--- src/sv/pts_pkg.sv ---
// shared types and constants of the periodic task scheduler
package pts_pkg;

  localparam int MAX_OUT     = 16;
  localparam int FOUND_W     = $clog2(MAX_OUT + 1);
  localparam int QUEUE_DEPTH = 2;
  localparam int QPTR_W      = 1;
  localparam int QCNT_W      = 2;

  typedef enum logic [1:0] {
    KIND_ADD      = 2'd0,
    KIND_DELETE   = 2'd1,
    KIND_TICK     = 2'd2,
    KIND_DISPATCH = 2'd3
  } kind_e;

  typedef enum logic [2:0] {
    RP_ADDED       = 3'd0,
    RP_FULL        = 3'd1,
    RP_DELETED     = 3'd2,
    RP_DEL_INVALID = 3'd3,
    RP_TICK_DONE   = 3'd4,
    RP_RUN_TASK    = 3'd5,
    RP_NONE_READY  = 3'd6
  } reply_e;

  typedef enum logic [1:0] {
    BK_IDLE,
    BK_ADD,
    BK_WALK,
    BK_DONE
  } bk_state_e;

  typedef struct packed {
    kind_e       kind;
    logic [15:0] tag;
    logic [31:0] delay;
    logic [31:0] period;
    logic [7:0]  slot;
    logic        slot_ok;
  } cmd_t;

  typedef struct packed {
    logic [15:0] tag;
    logic [31:0] delay;
    logic [31:0] period;
    logic [7:0]  runs;
  } slot_t;

endpackage

--- src/sv/pts_front.sv ---
// input side: accepts transactions, classifies them and queues commands
module pts_front #(
  parameter int NUM_SLOTS = 16
) (
  input  logic           clk_i,
  input  logic           rst_ni,
  input  logic           s_axis_tvalid_i,
  output logic           s_axis_tready_o,
  input  logic [87:0]    s_axis_tdata_i,  // task_tag, start_delay, repeat_period, slot
  input  logic [1:0]     s_axis_tuser_i,  // kind
  output logic           q_vld_o,
  input  logic           q_rdy_i,
  output pts_pkg::cmd_t  q_cmd_o
);
  import pts_pkg::*;

  localparam logic [8:0] SLOT_LIM = 9'(NUM_SLOTS);

  cmd_t              fifo_q [QUEUE_DEPTH];
  logic [QPTR_W-1:0] wr_ptr_q, wr_ptr_d;
  logic [QPTR_W-1:0] rd_ptr_q, rd_ptr_d;
  logic [QCNT_W-1:0] cnt_q, cnt_d;
  cmd_t              in_cmd;
  logic              push, pop;

  always_comb begin
    in_cmd.kind    = kind_e'(s_axis_tuser_i);
    in_cmd.tag     = s_axis_tdata_i[15:0];
    in_cmd.delay   = s_axis_tdata_i[47:16];
    in_cmd.period  = s_axis_tdata_i[79:48];
    in_cmd.slot    = s_axis_tdata_i[87:80];
    in_cmd.slot_ok = ({1'b0, s_axis_tdata_i[87:80]} < SLOT_LIM);
  end

  assign s_axis_tready_o = (cnt_q != QCNT_W'(QUEUE_DEPTH));
  assign push            = s_axis_tvalid_i && s_axis_tready_o;
  assign q_vld_o         = (cnt_q != '0);
  assign pop             = q_vld_o && q_rdy_i;
  assign q_cmd_o         = fifo_q[rd_ptr_q];

  always_comb begin
    wr_ptr_d = push ? wr_ptr_q + 1'b1 : wr_ptr_q;
    rd_ptr_d = pop ? rd_ptr_q + 1'b1 : rd_ptr_q;
    cnt_d    = cnt_q;
    if (push && !pop) begin
      cnt_d = cnt_q + 1'b1;
    end else if (pop && !push) begin
      cnt_d = cnt_q - 1'b1;
    end
  end

  always_ff @(posedge clk_i or negedge rst_ni) begin
    if (!rst_ni) begin
      wr_ptr_q <= '0;
      rd_ptr_q <= '0;
      cnt_q    <= '0;
    end else begin
      wr_ptr_q <= wr_ptr_d;
      rd_ptr_q <= rd_ptr_d;
      cnt_q    <= cnt_d;
    end
  end

  always_ff @(posedge clk_i) begin
    if (push) begin
      fifo_q[wr_ptr_q] <= in_cmd;
    end
  end

endmodule

--- src/sv/pts_back.sv ---
// execution side: slot table, slot walk and result register
module pts_back #(
  parameter int NUM_SLOTS = 16
) (
  input  logic           clk_i,
  input  logic           rst_ni,
  input  logic           q_vld_i,
  output logic           q_rdy_o,
  input  pts_pkg::cmd_t  q_cmd_i,
  output logic           m_axis_tvalid_o,
  input  logic           m_axis_tready_i,
  output logic [23:0]    m_axis_tdata_o,  // slot_out, tag_out, zero pad
  output logic [2:0]     m_axis_tuser_o,  // reply
  output logic           m_axis_tlast_o
);
  import pts_pkg::*;

  localparam int IDX_W = (NUM_SLOTS > 1) ? $clog2(NUM_SLOTS) : 1;
  localparam int CNT_W = $clog2(NUM_SLOTS + 1);

  bk_state_e            state_q, state_d;
  cmd_t                 cmd_q, cmd_d;
  logic [NUM_SLOTS-1:0] occ_q, occ_d;
  logic [CNT_W-1:0]     rd_idx_q, rd_idx_d;
  logic                 s1_vld_q, s1_vld_d;
  logic [IDX_W-1:0]     s1_idx_q, s1_idx_d;
  logic                 hold_vld_q, hold_vld_d;
  logic [IDX_W-1:0]     hold_idx_q, hold_idx_d;
  logic [15:0]          hold_tag_q, hold_tag_d;
  logic [FOUND_W-1:0]   found_q, found_d;
  reply_e               fin_reply_q, fin_reply_d;
  logic [3:0]           fin_slot_q, fin_slot_d;
  logic [15:0]          fin_tag_q, fin_tag_d;

  slot_t                mem_q [NUM_SLOTS];
  slot_t                rdata_q;
  slot_t                wdata, tick_upd;
  logic                 we, rd_en;
  logic [IDX_W-1:0]     waddr;

  logic                 out_vld_q;
  reply_e               out_reply_q;
  logic [3:0]           out_slot_q;
  logic [15:0]          out_tag_q;
  logic                 out_last_q;
  logic                 out_ld, out_last, out_free;
  reply_e               out_reply;
  logic [3:0]           out_slot;
  logic [15:0]          out_tag;

  logic                 s1_occ, hit, stall, cap;
  logic [IDX_W-1:0]     add_idx, del_idx;

  assign out_free = !out_vld_q || m_axis_tready_i;
  assign s1_occ   = s1_vld_q && occ_q[s1_idx_q];
  assign hit      = s1_occ && (cmd_q.kind == KIND_DISPATCH) && (rdata_q.runs != 8'd0);
  assign stall    = hit && hold_vld_q && !out_free;
  assign add_idx  = rd_idx_q[IDX_W-1:0];
  assign del_idx  = q_cmd_i.slot[IDX_W-1:0];

  always_comb begin
    tick_upd = rdata_q;
    if (rdata_q.delay != 32'd0) begin
      tick_upd.delay = rdata_q.delay - 32'd1;
    end else begin
      tick_upd.delay = rdata_q.period;
      if (rdata_q.runs != 8'hFF) begin
        tick_upd.runs = rdata_q.runs + 8'd1;
      end
    end
  end

  always_comb begin
    state_d     = state_q;
    cmd_d       = cmd_q;
    occ_d       = occ_q;
    rd_idx_d    = rd_idx_q;
    s1_vld_d    = s1_vld_q;
    s1_idx_d    = s1_idx_q;
    hold_vld_d  = hold_vld_q;
    hold_idx_d  = hold_idx_q;
    hold_tag_d  = hold_tag_q;
    found_d     = found_q;
    fin_reply_d = fin_reply_q;
    fin_slot_d  = fin_slot_q;
    fin_tag_d   = fin_tag_q;
    we          = 1'b0;
    waddr       = s1_idx_q;
    wdata       = rdata_q;
    rd_en       = 1'b0;
    q_rdy_o     = 1'b0;
    out_ld      = 1'b0;
    out_reply   = fin_reply_q;
    out_slot    = fin_slot_q;
    out_tag     = fin_tag_q;
    out_last    = 1'b1;
    cap         = 1'b0;

    case (state_q)
      BK_IDLE: begin
        q_rdy_o = 1'b1;
        if (q_vld_i) begin
          cmd_d      = q_cmd_i;
          rd_idx_d   = '0;
          s1_vld_d   = 1'b0;
          hold_vld_d = 1'b0;
          found_d    = '0;
          fin_slot_d = 4'd0;
          fin_tag_d  = 16'd0;
          case (q_cmd_i.kind)
            KIND_ADD: begin
              state_d = BK_ADD;
            end
            KIND_DELETE: begin
              if (q_cmd_i.slot_ok && occ_q[del_idx]) begin
                occ_d[del_idx] = 1'b0;
                fin_reply_d    = RP_DELETED;
                fin_slot_d     = q_cmd_i.slot[3:0];
              end else begin
                fin_reply_d = RP_DEL_INVALID;
              end
              state_d = BK_DONE;
            end
            default: begin
              state_d = BK_WALK;
            end
          endcase
        end
      end

      BK_ADD: begin
        if (!occ_q[add_idx]) begin
          we             = 1'b1;
          waddr          = add_idx;
          wdata.tag      = cmd_q.tag;
          wdata.delay    = cmd_q.delay;
          wdata.period   = cmd_q.period;
          wdata.runs     = 8'd0;
          occ_d[add_idx] = 1'b1;
          fin_reply_d    = RP_ADDED;
          fin_slot_d     = 4'(add_idx);
          state_d        = BK_DONE;
        end else if (rd_idx_q == CNT_W'(NUM_SLOTS - 1)) begin
          fin_reply_d = RP_FULL;
          state_d     = BK_DONE;
        end else begin
          rd_idx_d = rd_idx_q + 1'b1;
        end
      end

      BK_WALK: begin
        if (!stall) begin
          if (s1_occ && (cmd_q.kind == KIND_TICK)) begin
            we    = 1'b1;
            wdata = tick_upd;
          end else if (hit) begin
            we         = 1'b1;
            wdata.runs = rdata_q.runs - 8'd1;
            if (hold_vld_q) begin
              out_ld    = 1'b1;
              out_reply = RP_RUN_TASK;
              out_slot  = 4'(hold_idx_q);
              out_tag   = hold_tag_q;
              out_last  = 1'b0;
            end
            hold_vld_d = 1'b1;
            hold_idx_d = s1_idx_q;
            hold_tag_d = rdata_q.tag;
            found_d    = found_q + 1'b1;
            if (found_q == FOUND_W'(MAX_OUT - 1)) begin
              cap = 1'b1;
            end
          end
          if (cap) begin
            // run limit reached, this run closes the dispatch
            fin_reply_d = RP_RUN_TASK;
            fin_slot_d  = 4'(s1_idx_q);
            fin_tag_d   = rdata_q.tag;
            hold_vld_d  = 1'b0;
            s1_vld_d    = 1'b0;
            state_d     = BK_DONE;
          end else if (!s1_vld_q && (rd_idx_q == CNT_W'(NUM_SLOTS))) begin
            hold_vld_d = 1'b0;
            state_d    = BK_DONE;
            if (cmd_q.kind == KIND_TICK) begin
              fin_reply_d = RP_TICK_DONE;
            end else if (hold_vld_q) begin
              fin_reply_d = RP_RUN_TASK;
              fin_slot_d  = 4'(hold_idx_q);
              fin_tag_d   = hold_tag_q;
            end else begin
              fin_reply_d = RP_NONE_READY;
            end
          end else if (rd_idx_q < CNT_W'(NUM_SLOTS)) begin
            rd_en    = 1'b1;
            rd_idx_d = rd_idx_q + 1'b1;
            s1_vld_d = 1'b1;
            s1_idx_d = rd_idx_q[IDX_W-1:0];
          end else begin
            s1_vld_d = 1'b0;
          end
        end
      end

      BK_DONE: begin
        if (out_free) begin
          out_ld  = 1'b1;
          state_d = BK_IDLE;
        end
      end

      default: begin
        state_d = BK_IDLE;
      end
    endcase
  end

  always_ff @(posedge clk_i or negedge rst_ni) begin
    if (!rst_ni) begin
      state_q    <= BK_IDLE;
      occ_q      <= '0;
      rd_idx_q   <= '0;
      s1_vld_q   <= 1'b0;
      hold_vld_q <= 1'b0;
      found_q    <= '0;
      out_vld_q  <= 1'b0;
    end else begin
      state_q    <= state_d;
      occ_q      <= occ_d;
      rd_idx_q   <= rd_idx_d;
      s1_vld_q   <= s1_vld_d;
      hold_vld_q <= hold_vld_d;
      found_q    <= found_d;
      if (out_ld) begin
        out_vld_q <= 1'b1;
      end else if (m_axis_tready_i) begin
        out_vld_q <= 1'b0;
      end
    end
  end

  always_ff @(posedge clk_i) begin
    cmd_q       <= cmd_d;
    s1_idx_q    <= s1_idx_d;
    hold_idx_q  <= hold_idx_d;
    hold_tag_q  <= hold_tag_d;
    fin_reply_q <= fin_reply_d;
    fin_slot_q  <= fin_slot_d;
    fin_tag_q   <= fin_tag_d;
    if (out_ld) begin
      out_reply_q <= out_reply;
      out_slot_q  <= out_slot;
      out_tag_q   <= out_tag;
      out_last_q  <= out_last;
    end
  end

  // slot table, one write and one registered read a cycle
  always_ff @(posedge clk_i) begin
    if (we) begin
      mem_q[waddr] <= wdata;
    end
    if (rd_en) begin
      rdata_q <= mem_q[rd_idx_q[IDX_W-1:0]];
    end
  end

  assign m_axis_tvalid_o = out_vld_q;
  assign m_axis_tdata_o  = {4'd0, out_tag_q, out_slot_q};
  assign m_axis_tuser_o  = out_reply_q;
  assign m_axis_tlast_o  = out_last_q;

  a_pop_idle: assert property (@(posedge clk_i) disable iff (!rst_ni)
    (q_vld_i && q_rdy_o) |-> (state_q == BK_IDLE))
    else $error("command taken while busy");

  a_hold_walk: assert property (@(posedge clk_i) disable iff (!rst_ni)
    hold_vld_q |-> (state_q == BK_WALK))
    else $error("held run outside a dispatch walk");

  a_write_state: assert property (@(posedge clk_i) disable iff (!rst_ni)
    we |-> ((state_q == BK_ADD) || (state_q == BK_WALK)))
    else $error("table write outside add or walk");

  a_done_last: assert property (@(posedge clk_i) disable iff (!rst_ni)
    ((state_q == BK_DONE) && out_free) |=> (out_vld_q && out_last_q))
    else $error("closing result not marked last");

endmodule

--- src/sv/periodic_task_scheduler.sv ---
// top level of the periodic task scheduler
// one command is carried out at a time; a two-entry queue accepts up to two ahead
// delete: decided when the command is taken, no walk; add: a free-slot walk over the occupancy bits
// tick and dispatch: a walk over all slots, one slot a cycle through the table read port
// output stalls add to the dispatch walk when a run waits behind an untaken result
// reset clears the occupancy bits and all control state at once; no clearing pass
module periodic_task_scheduler #(
  parameter int NUM_SLOTS = 16
) (
  input  logic        clk_i,
  input  logic        rst_ni,
  input  logic        s_axis_tvalid_i,
  output logic        s_axis_tready_o,
  input  logic [87:0] s_axis_tdata_i,  // task_tag, start_delay, repeat_period, slot
  input  logic [1:0]  s_axis_tuser_i,  // kind
  output logic        m_axis_tvalid_o,
  input  logic        m_axis_tready_i,
  output logic [23:0] m_axis_tdata_o,  // slot_out, tag_out, zero pad
  output logic [2:0]  m_axis_tuser_o,  // reply
  output logic        m_axis_tlast_o
);
  import pts_pkg::*;

  logic q_vld, q_rdy;
  cmd_t q_cmd;

  pts_front #(
    .NUM_SLOTS(NUM_SLOTS)
  ) u_front (
    .clk_i          (clk_i),
    .rst_ni         (rst_ni),
    .s_axis_tvalid_i(s_axis_tvalid_i),
    .s_axis_tready_o(s_axis_tready_o),
    .s_axis_tdata_i (s_axis_tdata_i),
    .s_axis_tuser_i (s_axis_tuser_i),
    .q_vld_o        (q_vld),
    .q_rdy_i        (q_rdy),
    .q_cmd_o        (q_cmd)
  );

  pts_back #(
    .NUM_SLOTS(NUM_SLOTS)
  ) u_back (
    .clk_i          (clk_i),
    .rst_ni         (rst_ni),
    .q_vld_i        (q_vld),
    .q_rdy_o        (q_rdy),
    .q_cmd_i        (q_cmd),
    .m_axis_tvalid_o(m_axis_tvalid_o),
    .m_axis_tready_i(m_axis_tready_i),
    .m_axis_tdata_o (m_axis_tdata_o),
    .m_axis_tuser_o (m_axis_tuser_o),
    .m_axis_tlast_o (m_axis_tlast_o)
  );

endmodule
--- config.mk ---
export PLATFORM = sky130hd
export DESIGN_NAME = periodic_task_scheduler
export DESIGN_NICKNAME = d
export VERILOG_FILES = /design/src/sv/pts_pkg.sv /design/src/sv/pts_front.sv /design/src/sv/pts_back.sv /design/src/sv/periodic_task_scheduler.sv
export SDC_FILE = /design/constraint.sdc
export NUM_CORES = 2
export LEC_CHECK = 0
export BUFFER_PORTS_ARGS = -buffer_cell sky130_fd_sc_hd__buf_2
export CAP_MARGIN = 20
export CORE_MARGIN = 5
export CORE_UTILIZATION = 40
export CTS_BUF_LIST = sky130_fd_sc_hd__clkbuf_2
export DETAILED_ROUTE_END_ITERATION = 7
export MAX_ROUTING_LAYER = met4
export PLACE_DENSITY = 0.55
export SLEW_MARGIN = 30
export SYNTH_ARGS = -nofsm -noshare
export SYNTH_HDL_FRONTEND = slang
export SYNTH_SLANG_ARGS = --single-unit
--- constraint.sdc ---
create_clock -name clk_i -period 12 [get_ports clk_i]
set_clock_uncertainty 0.2 [all_clocks]
set_input_delay 0.6 -clock clk_i [delete_from_list [all_inputs] [get_ports clk_i]]
set_output_delay 0.6 -clock clk_i [all_outputs]
set_load 0.02 [all_outputs]
==> flow_summary.yaml <==
outcome:
  status: "finished clean"
worst_hold_path:
  min_path_type: "register to register"
  hold_path_depth: 0
  min_to: "u_back.hold_tag_q[7]"
  min_from: "u_back.rdata_q[79]"
global_route:
  grt_pass1_wl_um: 276000
  antenna_found_initial: 2
  grt_max_degree: 102
  grt_pass1_vias: 39700
  grt_usage_pct: 20.2
  gr-total-overflow: 0
critical_path:
  rrSetupSlack_ps: 6050
  rr_startpoint: "u_back.rd_idx_q[1]"
  crit_path_max_fanout: 53
  regToRegEndpoint: "u_back.mem_q[1][18]"
  cp_common_cell: "buf_4"
  cp-start-kind: "register"
  cp.arrival_ps: 7110
  crit_type: "register to register"
  crit_slowest_cell: "dfrtp_4"
  slowest_delay_ps: 1040
  critPathRequiredTime_ps: 13160
  path_buf_inv: 3
  cp_cell_sequence: "mux4_2 -> mux2i_1 -> mux2i_4 -> buf_4 -> nand2b_1 -> nand3_1 -> o31a_1 -> nor2_4 -> buf_4 -> buf_4"
  reg2regPathDepth: 10
  end_kind: "register"
  path_delay_family: "buffers and inverters"
timing:
  hold_viol: 0
  slew_headroom_pct: 17.0
  rsz0062_at_grt: "false"
  setup_viol: 0
  whs_ps: 229
  drv_slew: 0
  max_freq_ghz: 0.168
  tns_ps: 0
  tightest_slew_ps: 1240
  min_period_ps: 5950
  fin_crit_sh_pct: 49.6
floorplan:
  pin_count: 124
  fp.dieW_um: 437
  fp.dieArea_mm2: 0.191
  fp-row-count: 156
  start_util_pct: 40.3
  die_h_um: 437
  core-area_mm2: 0.181
cts:
  cts_hold_buf: 276
  clkSinkCount: 1858
  clk_pin_slew_ps: 100
  cts_tree: "yes"
  cts_resized: 0
  cts_buffers: 472
  cts_setup_buffers: 0
  clockBufferDepth: 4
  cts_root_buf: "clkbuf_2"
  cts_max_level: 5
  insertion_delay_ps: 1930
routing:
  firstDrtPassIters: 6
  vias: 38100
  vias_per_cell: 5.56
  drtAntennaViolNets: 0
  drt_wl_total_um: 188000
  drc: 0
  dr.first_iter.drc_count: 3394
  wire_per_inst_um: 27.5
placed_design:
  place_hpwl_um: 105000
  portBuffers: 119
  gp_congestion: 0.836
yosys:
  ys_seq_area_share_pct: 76.4
  async_flop_share_pct: 1.88
  synth_area_per_cell_um2: 21.3
  synth_top_area_share_pct: 75.2
  ys_warn_count: 0
  yosys.cell_types.count: 76
  synth_cells: 3412
  yosysTopAreaCell: "edfxtp_1"
  yosys-top-cells-area: "edfxtp_1 (75%), mux4_2 (14%), mux2_2 (1.6%)"
  synth_area_mm2: 0.0728
  synthFlopType: "edfxtp_1"
  synth_edf_count: 1823
  synth_common_cells: "edfxtp_1 (1,823), mux4_2 (445), clkbuf_1 (128)"
  ys_ff_latch: 1858
  yosysMostFrequentCell: "edfxtp_1"
cells_and_area:
  drive_gt1_share_pct: 33.8
  nets: 4291
  fillers: 15400
  fin_util_pct: 46.0
  area_delta_synth_final_pct: 14.4
pwr:
  p_per_area_mw_per_mm2: 241
  p_total_mw: 20.1
  ir_worst_vdd_v: 0.000213
  power.leakage_nw: 27.0
run:
  maxCapViolations: 0
-- sequential cells by signal, summed over array words and instances (netlist names), 2 cells and up --
name                   cells
u_back.state_q             2
u_back.rd_idx_q            5
u_back.fin_reply_q         3
u_back.rdata_q            88
u_back.fin_slot_q          4
u_front.fifo_q           174
u_back.out_tag_q          16
u_back.fin_tag_q          16
u_back.mem_q            1408
u_back.hold_idx_q          4
u_back.occ_q              16
u_front.cnt_q              2
u_back.s1_idx_q            4
u_back.m_axis_tuser_o      3
u_back.hold_tag_q         16
u_back.cmd_q              82
u_back.out_slot_q          4
u_back.found_q             5
-- through the flow --
| step | instances | area [µm²] | setup slack [ps] |
|---|---|---|---|
| after detailed placement | 5798 | 76600 | 6050 |
| final | 6859 | 83300 | 6050 |
| after CTS | 6844 | 83200 | 5990 |
| after global placement | 5794 | 76500 | 5990 |
| after global routing | 6859 | 83300 | 5870 |
| after floorplan | 3415 | 72800 | 3770 |
-- where the power goes --
| group | internal (mW) | switching, mW |
|---|---|---|
| clock network | 1.49 | 2.47 |
| logic | 2.06 | 3.85 |
| registers | 9.55 | 0.658 |
| total | 13.1 | 6.98 |
-- metal layers --
layer,routed length (µm),GRT usage (%)
met1,80600,27.2
met2,92500,31.8
met3,11900,4.04
met4,3500,5.41
met5,0,-
-- layout by cell type, fill, tap and decap left out, types with 12 or more instances in the layout --
cell,n
edfxtp_1,1823
clkbuf_2,662
mux4_2,445
dlygate4sd3_1,275
buf_2,119
mux2_2,105
clkinv_1,87
nor2_1,86
nand2_1,85
a22o_1,69
buf_4,69
a21oi_1,54
o21ai_0,48
inv_1,47
mux2i_1,43
a22oi_1,38
dfrtp_1,30
a211oi_1,24
nand3_1,19
nor2_4,18
o2111ai_1,17
nor3_1,17
ha_1,17
diode_2,14
nor4_1,13
nand4_1,12
-- layout make-up --
type / count / area, µm² / share of cell area, %
Sequential cell: 1858 / 55600 / 66.8
Multi-Input combinational cell: 1320 / 16600 / 19.9
Timing Repair Buffer: 479 / 4150 / 4.98
Clock buffer: 662 / 3310 / 3.98
Tap cell: 2370 / 2970 / 3.56
Clock inverter: 108 / 470 / 0.565
Inverter: 48 / 183 / 0.219
Antenna cell: 14 / 35.0 / 0.0420
-- worst max-delay path by stage --
stage / slack (ps) / cells after the start / from / to
after floorplan: 3770 / 7 / u_back.state_q[0] / u_back.rdata_q[0]
after global placement: 5990 / 10 / u_back.rd_idx_q[0] / u_back.mem_q[7][18]
after detailed placement: 6050 / 10 / u_back.rd_idx_q[0] / u_back.mem_q[1][34]
after CTS: 5990 / 10 / u_back.rd_idx_q[0] / u_back.mem_q[1][18]
after global routing: 5870 / 10 / u_back.rd_idx_q[1] / u_back.mem_q[4][28]
final: 6050 / 10 / u_back.rd_idx_q[1] / u_back.mem_q[1][18]
-- kinds of logic after synthesis --
| logic type | synth area share (%) |
|---|---|
| xor gates and xnor gates | 0.0601 |
| adders and majority gates | 0.309 |
| buffers and inverters | 1.29 |
| AOI/OAI and AO/OA | 3.60 |
| DFF | 76.4 |
| muxes | 16.1 |
| and+or+nand+nor | 2.32 |
| other | 0.00515 |
No activity file was read; power rests on OpenSTA's default activity.
